**src/rtl/bcc_pkg.sv**
```systemverilog
`timescale 1ns / 1ps
// ============================================================================
// bcc_pkg
// Shared widths, reciprocal constants, types and digit helpers for the
// BCD calendar codec.
// ============================================================================
package bcc_pkg;

    localparam int unsigned MILLIS_W = 27;
    localparam int unsigned TWORD_W  = 22;
    localparam int unsigned DWORD_W  = 24;
    localparam int unsigned PRESC_W  = 16;
    localparam int unsigned SSR_W    = 16;

    localparam int unsigned SEC_W  = 18;
    localparam int unsigned MIN_W  = 12;
    localparam int unsigned HOUR_W = 6;

    // exact floor division by reciprocal multiply
    localparam int unsigned        RECIP_1000_SH = 37;
    localparam logic [27:0]        RECIP_1000    = 28'd137438954;
    localparam int unsigned        RECIP_60S_SH  = 24;
    localparam logic [18:0]        RECIP_60S     = 19'd279621;
    localparam int unsigned        RECIP_60M_SH  = 18;
    localparam logic [12:0]        RECIP_60M     = 13'd4370;

    localparam int unsigned DIV_STEPS  = 6;
    localparam int unsigned DIV_STAGES = 3;
    localparam int unsigned Q_W        = DIV_STEPS * DIV_STAGES;

    localparam int unsigned PIPE_DEPTH = 5;

    localparam logic [PRESC_W-1:0]  PRESC_RESET  = 16'd256;
    localparam logic [10:0]         SUBSEC_LIMIT = 11'd1000;
    localparam logic [MILLIS_W-1:0] MILLIS_MAX   = '1;

    typedef enum logic {
        CMD_ENCODE = 1'b0,
        CMD_DECODE = 1'b1
    } t_cmd;

    typedef struct packed {
        logic vld;
        t_cmd cmd;
    } t_ctl;

    typedef struct packed {
        logic [6:0]         year;
        logic [3:0]         month;
        logic [4:0]         day;
        logic [2:0]         weekday;
        logic [DWORD_W-1:0] word;
    } t_date_raw;

    typedef struct packed {
        logic [PRESC_W-1:0] rem;
        logic [Q_W-1:0]     q;
    } t_div;

    // value below 64 to {tens, units}
    function automatic logic [7:0] split_dec6(input logic [5:0] x);
        logic [12:0] prod;
        logic [5:0]  tens;
        logic [5:0]  units;
        prod  = 13'(x) * 13'd103;
        tens  = 6'(prod[12:10]);
        units = x - 6'(tens * 6'd10);
        return {4'(tens), units[3:0]};
    endfunction

    function automatic logic [DWORD_W-1:0] enc_date(
        input logic [6:0] year,
        input logic [3:0] month,
        input logic [4:0] day,
        input logic [2:0] weekday
    );
        logic [14:0] prod;
        logic [3:0]  yt;
        logic [3:0]  yu;
        logic        mt;
        logic [3:0]  mu;
        logic [1:0]  dt;
        logic [4:0]  du;
        prod = 15'(year) * 15'd205;
        yt   = prod[14:11];
        yu   = 4'(year - 7'(yt) * 7'd10);
        if (yt >= 4'd10) begin
            yt = yt - 4'd10;
        end
        mt = (month >= 4'd10);
        mu = mt ? month - 4'd10 : month;
        priority if (day >= 5'd30) begin
            dt = 2'd3;
        end else if (day >= 5'd20) begin
            dt = 2'd2;
        end else if (day >= 5'd10) begin
            dt = 2'd1;
        end else begin
            dt = 2'd0;
        end
        du = day - 5'(dt) * 5'd10;
        return {yt, yu, weekday, mt, mu, 2'b00, dt, du[3:0]};
    endfunction

endpackage

```
**src/rtl/bcc_div_stage.sv**
```systemverilog
`timescale 1ns / 1ps
// ============================================================================
// bcc_div_stage
// One registered slice of the restoring divider: a few quotient bits per
// stage, partial remainder and quotient carried to the next slice.
// ============================================================================
module bcc_div_stage import bcc_pkg::*; (
    input  logic                 i_clk,
    input  logic [PRESC_W-1:0]   i_divisor,
    input  logic [PRESC_W-1:0]   i_rem,
    input  logic [Q_W-1:0]       i_q,
    input  logic [DIV_STEPS-1:0] i_bits,
    output logic [PRESC_W-1:0]   o_rem,
    output logic [Q_W-1:0]       o_q
);

    t_div r_res;
    t_div n_res;

    always_comb begin
        logic [PRESC_W-1:0]   rem;
        logic [PRESC_W:0]     trial;
        logic [DIV_STEPS-1:0] qb;
        rem = i_rem;
        qb  = '0;
        for (int k = DIV_STEPS - 1; k >= 0; k--) begin
            trial = {rem, i_bits[k]};
            if (trial >= {1'b0, i_divisor}) begin
                rem   = PRESC_W'(trial - {1'b0, i_divisor});
                qb[k] = 1'b1;
            end else begin
                rem = trial[PRESC_W-1:0];
            end
        end
        n_res.rem = rem;
        n_res.q   = {i_q[Q_W-DIV_STEPS-1:0], qb};
    end

    always_ff @(posedge i_clk) begin
        r_res <= n_res;
    end

    assign o_rem = r_res.rem;
    assign o_q   = r_res.q;

endmodule

```
**src/rtl/bcc_time_enc.sv**
```systemverilog
`timescale 1ns / 1ps
// ============================================================================
// bcc_time_enc
// Encode pipeline: milliseconds of day to packed BCD time word over five
// register stages of constant division and digit split.
// ============================================================================
module bcc_time_enc import bcc_pkg::*; (
    input  logic                i_clk,
    input  logic [MILLIS_W-1:0] i_millis,
    output logic [TWORD_W-1:0]  o_time_word
);

    logic [54:0] prod1;
    logic [36:0] prod2;
    logic [24:0] prod3;
    logic [7:0]  min_bcd;

    logic [SEC_W-1:0]   r1_n;
    logic [SEC_W-1:0]   r2_n;
    logic [MIN_W-1:0]   r2_mtot;
    logic [5:0]         r3_sec;
    logic [HOUR_W-1:0]  r3_htot;
    logic [MIN_W-1:0]   r3_mtot;
    logic [5:0]         r4_min;
    logic [7:0]         r4_sec_bcd;
    logic [7:0]         r4_hr_bcd;
    logic [TWORD_W-1:0] r5_word;

    assign prod1   = 55'(i_millis) * 55'(RECIP_1000);
    assign prod2   = 37'(r1_n) * 37'(RECIP_60S);
    assign prod3   = 25'(r2_mtot) * 25'(RECIP_60M);
    assign min_bcd = split_dec6(r4_min);

    always_ff @(posedge i_clk) begin
        r1_n       <= prod1[RECIP_1000_SH +: SEC_W];
        r2_n       <= r1_n;
        r2_mtot    <= prod2[RECIP_60S_SH +: MIN_W];
        r3_sec     <= 6'(r2_n - SEC_W'(r2_mtot) * 18'd60);
        r3_htot    <= prod3[RECIP_60M_SH +: HOUR_W];
        r3_mtot    <= r2_mtot;
        r4_min     <= 6'(r3_mtot - MIN_W'(r3_htot) * 12'd60);
        r4_sec_bcd <= split_dec6(r3_sec);
        r4_hr_bcd  <= split_dec6(r3_htot);
        r5_word    <= {r4_hr_bcd[5:4], r4_hr_bcd[3:0], 1'b0,
                       min_bcd[6:4], min_bcd[3:0], 1'b0,
                       r4_sec_bcd[6:4], r4_sec_bcd[3:0]};
    end

    assign o_time_word = r5_word;

endmodule

```
**src/rtl/bcc_time_dec.sv**
```systemverilog
`timescale 1ns / 1ps
// ============================================================================
// bcc_time_dec
// Decode pipeline: BCD time word weighted back to milliseconds, plus the
// subsecond count scaled through a pipelined division by the prescaler.
// ============================================================================
module bcc_time_dec import bcc_pkg::*; (
    input  logic                i_clk,
    input  logic [TWORD_W-1:0]  i_time_word,
    input  logic [SSR_W-1:0]    i_ssr,
    input  logic [PRESC_W-1:0]  i_presc,
    output logic [MILLIS_W-1:0] o_millis
);

    logic [PRESC_W-1:0]   w_rem  [DIV_STAGES+1];
    logic [Q_W-1:0]       w_q    [DIV_STAGES+1];
    logic [DIV_STEPS-1:0] w_bits [DIV_STAGES];

    logic [5:0]  n1_h;
    logic [6:0]  n1_m;
    logic [6:0]  n1_s;
    logic        n1_sat;
    logic [27:0] sub_prod;
    logic [11:0] sub_raw;
    logic [10:0] n4_sub;
    logic [27:0] sum;

    logic [5:0]          r1_h;
    logic [6:0]          r1_m;
    logic [6:0]          r1_s;
    logic                r1_sat;
    logic [11:0]         r2_t1;
    logic [6:0]          r2_s;
    logic                r2_sat;
    logic [17:0]         r3_t2;
    logic                r3_sat;
    logic [27:0]         r4_t3;
    logic [10:0]         r4_sub;
    logic [MILLIS_W-1:0] r5_millis;

    // quotient below 2^17 unless the count reaches twice the prescaler
    assign w_rem[0] = {2'b00, i_ssr[SSR_W-1:2]};
    assign w_q[0]   = '0;

    always_comb begin
        for (int g = 0; g < DIV_STAGES; g++) begin
            w_bits[g] = '0;
        end
        w_bits[0] = {i_ssr[1:0], {(DIV_STEPS-2){1'b0}}};
    end

    for (genvar g = 0; g < DIV_STAGES; g++) begin : g_div
        bcc_div_stage u_div_stage (
            .i_clk     (i_clk),
            .i_divisor (i_presc),
            .i_rem     (w_rem[g]),
            .i_q       (w_q[g]),
            .i_bits    (w_bits[g]),
            .o_rem     (w_rem[g+1]),
            .o_q       (w_q[g+1])
        );
    end

    assign n1_h   = 6'(i_time_word[21:20]) * 6'd10 + 6'(i_time_word[19:16]);
    assign n1_m   = 7'(i_time_word[14:12]) * 7'd10 + 7'(i_time_word[11:8]);
    assign n1_s   = 7'(i_time_word[6:4]) * 7'd10 + 7'(i_time_word[3:0]);
    assign n1_sat = (i_presc == '0) || ({1'b0, i_ssr} >= {i_presc, 1'b0});

    assign sub_prod = 28'(w_q[DIV_STAGES]) * 28'd1000;
    assign sub_raw  = sub_prod[27:16];
    assign n4_sub   = (r3_sat || (sub_raw > 12'(SUBSEC_LIMIT))) ? SUBSEC_LIMIT
                                                                : sub_raw[10:0];
    assign sum      = r4_t3 + 28'(r4_sub);

    always_ff @(posedge i_clk) begin
        r1_h      <= n1_h;
        r1_m      <= n1_m;
        r1_s      <= n1_s;
        r1_sat    <= n1_sat;
        r2_t1     <= 12'(r1_h) * 12'd60 + 12'(r1_m);
        r2_s      <= r1_s;
        r2_sat    <= r1_sat;
        r3_t2     <= 18'(r2_t1) * 18'd60 + 18'(r2_s);
        r3_sat    <= r2_sat;
        r4_t3     <= 28'(r3_t2) * 28'd1000;
        r4_sub    <= n4_sub;
        r5_millis <= (sum > 28'(MILLIS_MAX)) ? MILLIS_MAX : sum[MILLIS_W-1:0];
    end

    assign o_millis = r5_millis;

endmodule

```
**src/rtl/bcd_calendar_codec_core.sv**
```systemverilog
`timescale 1ns / 1ps
// ============================================================================
// bcd_calendar_codec_core
// Converts between binary calendar fields and packed BCD time and date
// words, five-stage pipeline, one transaction per cycle.
//
// channel   dir  handshake                     payload
// command   in   i_start, taken when !o_busy   i_cmd, i_in_*, i_*_word_in, i_subsecond_count
// result    out  o_result_valid, one cycle     o_time_word_out, o_date_word_out, o_out_*
// config    in   i_sync_prescaler_wr_en        i_sync_prescaler
//
// result strobe comes out of five register stages, a depth set by the three-slice
// prescaler divider and the scale, add and saturate behind it
// a new transaction may be started every cycle, o_busy is always low
// synchronous active-low reset clears the valid pipeline and loads the
// prescaler with 256; no clearing pass
// the receiver cannot stall, so the pipeline never holds
// ============================================================================
module bcd_calendar_codec_core import bcc_pkg::*; (
    input  logic                i_clk,
    input  logic                i_rst_n,
    input  logic                i_start,
    output logic                o_busy,
    input  logic                i_sync_prescaler_wr_en,
    input  logic [PRESC_W-1:0]  i_sync_prescaler,
    input  logic                i_cmd,
    input  logic [MILLIS_W-1:0] i_in_millis,
    input  logic [6:0]          i_in_year,
    input  logic [3:0]          i_in_month,
    input  logic [4:0]          i_in_day,
    input  logic [2:0]          i_in_weekday,
    input  logic [TWORD_W-1:0]  i_time_word_in,
    input  logic [DWORD_W-1:0]  i_date_word_in,
    input  logic [SSR_W-1:0]    i_subsecond_count,
    output logic                o_result_valid,
    output logic [TWORD_W-1:0]  o_time_word_out,
    output logic [DWORD_W-1:0]  o_date_word_out,
    output logic [MILLIS_W-1:0] o_out_millis,
    output logic [7:0]          o_out_year,
    output logic [4:0]          o_out_month,
    output logic [5:0]          o_out_day,
    output logic [2:0]          o_out_weekday
);

    logic [PRESC_W-1:0]  r_sync_prescaler;
    t_ctl                r_ctl  [1:PIPE_DEPTH];
    t_date_raw           r_date [1:PIPE_DEPTH-1];
    logic [DWORD_W-1:0]  r_date_word;
    logic [7:0]          r_year;
    logic [4:0]          r_month;
    logic [5:0]          r_day;
    logic [2:0]          r_weekday;
    logic [TWORD_W-1:0]  enc_time_word;
    logic [MILLIS_W-1:0] dec_millis;
    logic                is_enc;
    t_date_raw           d4;

    assign o_busy = 1'b0;

    always_ff @(posedge i_clk) begin
        if (!i_rst_n) begin
            r_sync_prescaler <= PRESC_RESET;
        end else if (i_sync_prescaler_wr_en) begin
            r_sync_prescaler <= i_sync_prescaler;
        end
    end

    always_ff @(posedge i_clk) begin
        if (!i_rst_n) begin
            for (int k = 1; k <= PIPE_DEPTH; k++) begin
                r_ctl[k] <= '{vld: 1'b0, cmd: CMD_ENCODE};
            end
        end else begin
            r_ctl[1] <= '{vld: i_start && !o_busy, cmd: t_cmd'(i_cmd)};
            for (int k = 2; k <= PIPE_DEPTH; k++) begin
                r_ctl[k] <= r_ctl[k-1];
            end
        end
    end

    assign d4 = r_date[PIPE_DEPTH-1];

    always_ff @(posedge i_clk) begin
        r_date[1] <= '{year: i_in_year, month: i_in_month, day: i_in_day,
                       weekday: i_in_weekday, word: i_date_word_in};
        for (int k = 2; k <= PIPE_DEPTH - 1; k++) begin
            r_date[k] <= r_date[k-1];
        end
        r_date_word <= enc_date(d4.year, d4.month, d4.day, d4.weekday);
        r_year      <= 8'(d4.word[23:20]) * 8'd10 + 8'(d4.word[19:16]);
        r_month     <= 5'(d4.word[12]) * 5'd10 + 5'(d4.word[11:8]);
        r_day       <= 6'(d4.word[5:4]) * 6'd10 + 6'(d4.word[3:0]);
        r_weekday   <= d4.word[15:13];
    end

    bcc_time_enc u_time_enc (
        .i_clk       (i_clk),
        .i_millis    (i_in_millis),
        .o_time_word (enc_time_word)
    );

    bcc_time_dec u_time_dec (
        .i_clk       (i_clk),
        .i_time_word (i_time_word_in),
        .i_ssr       (i_subsecond_count),
        .i_presc     (r_sync_prescaler),
        .o_millis    (dec_millis)
    );

    assign is_enc          = (r_ctl[PIPE_DEPTH].cmd == CMD_ENCODE);
    assign o_result_valid  = r_ctl[PIPE_DEPTH].vld;
    assign o_time_word_out = is_enc ? enc_time_word : '0;
    assign o_date_word_out = is_enc ? r_date_word : '0;
    assign o_out_millis    = is_enc ? '0 : dec_millis;
    assign o_out_year      = is_enc ? '0 : r_year;
    assign o_out_month     = is_enc ? '0 : r_month;
    assign o_out_day       = is_enc ? '0 : r_day;
    assign o_out_weekday   = is_enc ? '0 : r_weekday;

    a_valid_latency : assert property (@(posedge i_clk) disable iff (!i_rst_n)
        o_result_valid == ($past(i_start, PIPE_DEPTH) && $past(i_rst_n, 5)
                           && $past(i_rst_n, 4) && $past(i_rst_n, 3)
                           && $past(i_rst_n, 2) && $past(i_rst_n, 1)))
        else $error("result strobe out of step with started transactions");

    a_cmd_follows : assert property (@(posedge i_clk) disable iff (!i_rst_n)
        o_result_valid |-> (r_ctl[PIPE_DEPTH].cmd == $past(i_cmd, PIPE_DEPTH)))
        else $error("result mode differs from started transaction");

    a_dec_zero_time : assert property (@(posedge i_clk) disable iff (!i_rst_n)
        (o_result_valid && !is_enc && ($past(i_time_word_in, PIPE_DEPTH) == '0))
        |-> (o_out_millis <= 27'd1000))
        else $error("subsecond contribution above limit");

    a_enc_sub_second : assert property (@(posedge i_clk) disable iff (!i_rst_n)
        (o_result_valid && is_enc && ($past(i_in_millis, PIPE_DEPTH) < 27'd1000))
        |-> (o_time_word_out == '0))
        else $error("time word not zero below one second");

endmodule

```
**config.mk**
```make
export PLATFORM = sky130hd
export DESIGN_NAME = bcd_calendar_codec_core
export DESIGN_NICKNAME = d
export VERILOG_FILES = /design/src/rtl/bcc_pkg.sv /design/src/rtl/bcc_div_stage.sv /design/src/rtl/bcc_time_enc.sv /design/src/rtl/bcc_time_dec.sv /design/src/rtl/bcd_calendar_codec_core.sv
export SDC_FILE = /design/constraint.sdc
export NUM_CORES = 2
export LEC_CHECK = 0
export BUFFER_PORTS_ARGS = -buffer_cell sky130_fd_sc_hd__buf_4
export CAP_MARGIN = 10
export CORE_MARGIN = 3
export CORE_UTILIZATION = 35
export DETAILED_ROUTE_END_ITERATION = 16
export HOLD_SLACK_MARGIN = 0.1
export PLACE_DENSITY_LB_ADDON = 0.08
export SLEW_MARGIN = 20
export SYNTH_ARGS = -nofsm -noshare
export SYNTH_HDL_FRONTEND = slang
export SYNTH_HIERARCHICAL = 1
export SYNTH_SLANG_ARGS = --single-unit
export TNS_END_PERCENT = 10
```
**constraint.sdc**
```tcl
create_clock -name i_clk -period 17.4 [get_ports i_clk]
set_clock_uncertainty 0.05 [all_clocks]
set_input_delay 3.48 -clock i_clk [delete_from_list [all_inputs] [get_ports i_clk]]
set_output_delay 3.48 -clock i_clk [all_outputs]
set_load 0.005 [all_outputs]
```
* Word level (Yosys, flattened, before mapping)
Memory sizes are Yosys's and may differ from the RTL's.
Index checks and enable logic that the tools add are counted.
** Storage, ports and cells
- Register bits after elaboration :: 344
- Output and inout bits :: 97
- Bits in writable memories :: 182
- Logic and storage cells :: 184
- Memories kept :: 2
** Cells by class
- Add/sub/neg operators :: 35
- Magnitude comparators :: 26
- Bitwise gates (word level) :: 5
- Muxes and demuxes :: 54
- $mul :: 24
- Reduce and logical (&&, ||, !) cells :: 3
** Memory list
- r_date :: words 4, width 43, rd ports 4, clocked after Yosys merged registers in 0, wr ports 4, line bcd_calendar_codec_core.sv:47 : t_date_raw r_date [1:PIPE_DEPTH-1];
- r_ctl :: words 5, width 2, rd ports 5, clocked after Yosys merged registers in 0, wr ports 5, line bcd_calendar_codec_core.sv:46 : t_ctl r_ctl [1:PIPE_DEPTH];
** Operator list (count)
- >= comparator 17 x 16 -> 1 bit :: 17
- two-way mux 16 bit :: 17
- subtractor 16 bit :: 16
- multiplier 27 x 27 -> 54 bit (second input constant) :: 1
- multiplier 18 x 7 -> 25 bit (second input constant) :: 2
- multiplier 6 x 7 -> 13 bit (second input constant) :: 3
- multiplier 18 x 19 -> 36 bit (second input constant) :: 1
- adder 28 x 11 -> 28 bit :: 1
- > comparator 28 x 27 -> 1 bit (second input constant) :: 1
- two-way mux 27 bit :: 1
- two-way mux 24 bit :: 1
- multiplier 12 x 12 -> 23 bit (second input constant) :: 1
- two-way mux 22 bit :: 1
- two-way mux 1 bit :: 21
- subtractor 4 bit :: 5
- adder 18 x 7 -> 18 bit :: 1
- >= comparator 16 x 17 -> 1 bit :: 1
- >= comparator 15 x 16 -> 1 bit :: 1
- zero test 16 bit :: 1
- multiplier 12 x 4 -> 16 bit (second input constant) :: 1
- subtractor 15 x 16 -> 16 bit :: 1
- multiplier 7 x 8 -> 15 bit (second input constant) :: 1
- adder 7 x 4 -> 7 bit :: 2
- two-way mux 2 bit :: 7
- other kinds (27) :: 42

* Depth between registers and ports, before layout
- Depth in word-level cells :: 12
- Depth in mapped cells :: 80
- Mapped depth without buffers :: 71

* Cells and area by module
The synthesis kept the hierarchy.
** By module, submodules not included
- bcc_time_enc :: instances 1, area an instance 19486.2 µm², cells an instance 1931
- bcc_div_stage at u_time_dec.g_div[0].u_div_stage ... :: instances 2, area an instance 6555.0 µm², cells an instance 844
- bcc_time_dec :: instances 1, area an instance 11941.5 µm², cells an instance 1139
- bcd_calendar_codec_core :: instances 1, area an instance 7323.3 µm², cells an instance 580
- bcc_div_stage at u_time_dec.g_div[2].u_div_stage :: instances 1, area an instance 6382.4 µm², cells an instance 812

* Worst setup path before layout
No wires, ideal clock.
- Path type :: input port to flip-flop
- Start :: in i_subsecond_count[15]
- End :: reg u_time_dec.g_div[0].u_div_stage.r_res, in the netlist u_time_dec/g_div[0].u_div_stage/o_rem[4]
- Stages :: 76
- Data arrival time :: 17.377 ns
- Path slack :: -0.148 ns
- Path buffers :: 11
- Setup time :: 0.122 ns
- Path through :: ha_1 -> buf_6 -> a21oi_2 -> o21ai_2 -> or3_4 -> a21oi_2 -> or2_1 -> buf_6 -> inv_4 -> buf_6 -> mux2_2 -> ha_1 -> a211oi_1 -> o21ai_0 -> nor3b_1 -> a21oi_1 -> a21bo_2 -> o2111a_1 -> [40 not listed] -> nor2_1 -> a21oi_1 -> ha_1 -> o21a_1 -> o31a_1 -> o211ai_1 -> a21oi_1 -> o31ai_1 -> o31a_1 -> o21ai_0 -> a21oi_1 -> nand2_1 -> or4_1 -> buf_2 -> nand2b_2 -> buf_6 -> inv_6 -> a221o_1
** RTL lines
- start: declaration :: line bcd_calendar_codec_core.sv:34 : input logic [SSR_W-1:0] i_subsecond_count,
- end signal: assignment :: line bcc_div_stage.sv:40 : r_res <= n_res;
- end: declaration :: line bcc_div_stage.sv:17 : t_div r_res;

==> results.ini <==
[global_routing]
grt_pass1_vias = 43410
grt_usage_pct = 17.00
antenna_found_initial = 1
grt_overflow_total = 0
grt_pass1_wl_um = 232300
grt_max_degree = 58

[detailed_routing]
drtIter0Drc = 1773
dr.pass1.iters = 5
ant_nets = 0
viasPerCell = 4.829
vias = 42680
wl_per_cell_um = 16.22
drc_errors = 0
wl_um = 143300

[worst_setup_path]
reg2reg_depth = 67
start_kind = primary input
cp_top_family = compound AO/OA/AOI/OAI gates
slowest_delay_ns = 0.45
r2r_start = r_sync_prescaler[2]$_SDFFE_PN0P_
crit_type = primary input to flop
cp_data_arrival_time_ns = 16.93
critical_path.most_common_cell = buf_4
rrSetupSlack_ns = 1.13
cp_max_fo = 11
rr_endpoint = u_time_dec/g_div[1].u_div_stage/o_rem[9]$_DFF_P_
slowest_stage = or4_1
crit_path_end_kind = flop
worst-path-buf-inv = 13
crit_required_ns = 17.88

[floorplanning]
core-area_um2 = 161100
start_util_pct = 35.35
fp-row-count = 147
pin_count = 226
design.die.area_um2 = 167600
die_y_um = 409.4
die_width_um = 409.4

[min_path]
min_to = u_time_enc/o_time_word[5]$_DFF_P_
hold_path.class = flop to flop
min_from = u_time_enc/r4_sec_bcd[5]$_DFF_P_
hold_depth = 0

[sta]
drv_slew = 0
grt_setup_unrepaired = no
worst_pin_slew_ns = 0.8139
final.setup.worst_slack_ns = 0.9439
max_freq_mhz = 60.77
setup_viol = 0
hold_viol = 0
post-route-period-util_pct = 94.58
fin_crit_ns = 16.46
tns_ns = 0
slew_headroom_pct = 45.74

[clocking]
clock_latency_ns = 0.67
clock-sinks = 518
cts-root-buf = clkbuf_16
htreeDepth = 2
cts.clk_slew.worst_paths_ns = 0.07
numCtsBuffers = 60
clockBufferDepth = 3
cts_tree = done

[synthesis]
synth_warnings = 6
syn_area_per_cell_um2 = 9.442
synthesis.area_um2 = 56960
synthesis.instances = 6032

[layout]
fill_cells = 16240
seqCellArea_um2 = 10380
nets = 8305
syn_to_final_growth_pct = 15.65
final_core_util_pct = 40.88
fin_cells = 8837
drive_gt1_share_pct = 13.79
multi_input_area_um2 = 42700
num_antenna_cells = 0

[run]
drv_cap = 0

[placement]
port_buffers = 216
hpwl_um = 122300
dp_cells = 8723
gp_congestion = 0.8596
dpl_worst_slack_ns = -0.3392

[run_status]
status = finished, final reports clean

per-layer routing:
metal | share of wire [%] | track usage, %
met1 | 48 | 23.51
met2 | 47 | 28.90
met3 | 3.0 | 1.551
met4 | 1.9 | 3.368
met5 | 0 | 0
worst max-delay path by stage:
stage          depth (start not counted)  slack [ns]                             start                                                 to
2_1_floorplan                         76       0.006             i_subsecond_count[15]   u_time_dec/g_div[0].u_div_stage/o_rem[4]$_DFF_P_
3_3_place_gp                          69       -0.10             i_subsecond_count[11]   u_time_dec/g_div[0].u_div_stage/o_rem[2]$_DFF_P_
3_5_place_dp                          69       -0.34             i_subsecond_count[11]   u_time_dec/g_div[0].u_div_stage/o_rem[2]$_DFF_P_
4_1_cts                               69        0.28             i_subsecond_count[11]   u_time_dec/g_div[0].u_div_stage/o_rem[2]$_DFF_P_
5_1_grt                               66       0.002  r_sync_prescaler[2]$_SDFFE_PN0P_  u_time_dec/g_div[1].u_div_stage/o_rem[11]$_DFF_P_
6_report                              70        0.94             i_subsecond_count[11]   u_time_dec/g_div[0].u_div_stage/o_rem[7]$_DFF_P_
flip-flops by register name, indices dropped and copies added (netlist names), 20 cells and up:
signal / count
u_time_dec/g_div.u_div_stage/o_rem: 32
r_date_word: 22
r_date: 164
u_time_dec/o_millis: 27
u_time_dec/r4_t3: 25
u_time_dec/g_div.u_div_stage/o_q: 36
u_time_enc/o_time_word: 20
layout make-up:
type | instances | share of cell area, %
clock buffer | 70 | 2.412
clock inverter | 44 | 0.8339
inverter | 954 | 5.459
multi-input combinational | 4512 | 64.82
sequential | 518 | 15.75
tap | 2160 | 4.103
timing repair buffer | 579 | 6.618
metrics by stage:
stage / area [µm²] / hold slack (ns)
6_report: 65870 / 0.2647
5_1_grt: 65870 / 0.2690
4_1_cts: 65820 / 0.2615
3_5_place_dp: 63680 / 0.2621
3_3_place_gp: 63680 / 0.2596
2_1_floorplan: 57100 / 0.2596
what timing repair did:
item / CTS / global route
hold buffers: 0 / 0
buffers inserted: 0 / 0
resized for setup: 0 / 13
hold endpoints to repair: 0 / 0
setup endpoints to repair: 0 / 17
cells in the final DEF (no fill, tap or decap), types with 34 or more instances in the layout:
cell,count
a31oi_1,34
mux2i_1,60
inv_1,942
a21o_1,135
nand2_1,265
mux2_2,84
nor2_1,254
conb_1,39
and3_1,47
o21a_1,68
and2_1,96
buf_4,578
xnor2_1,255
o21bai_1,48
nand4_1,66
nor3_1,74
fa_1,485
a211oi_1,43
dfxtp_1,516
o21ai_0,212
ha_1,1066
nand2b_1,46
nand3_1,81
a21oi_1,329
nor2b_1,119
clkbuf_16,60
xor2_1,120
Power is left out: the tool's default activity adds up to more than one toggle a clock period on the data nets, which glitch-free logic cannot reach.
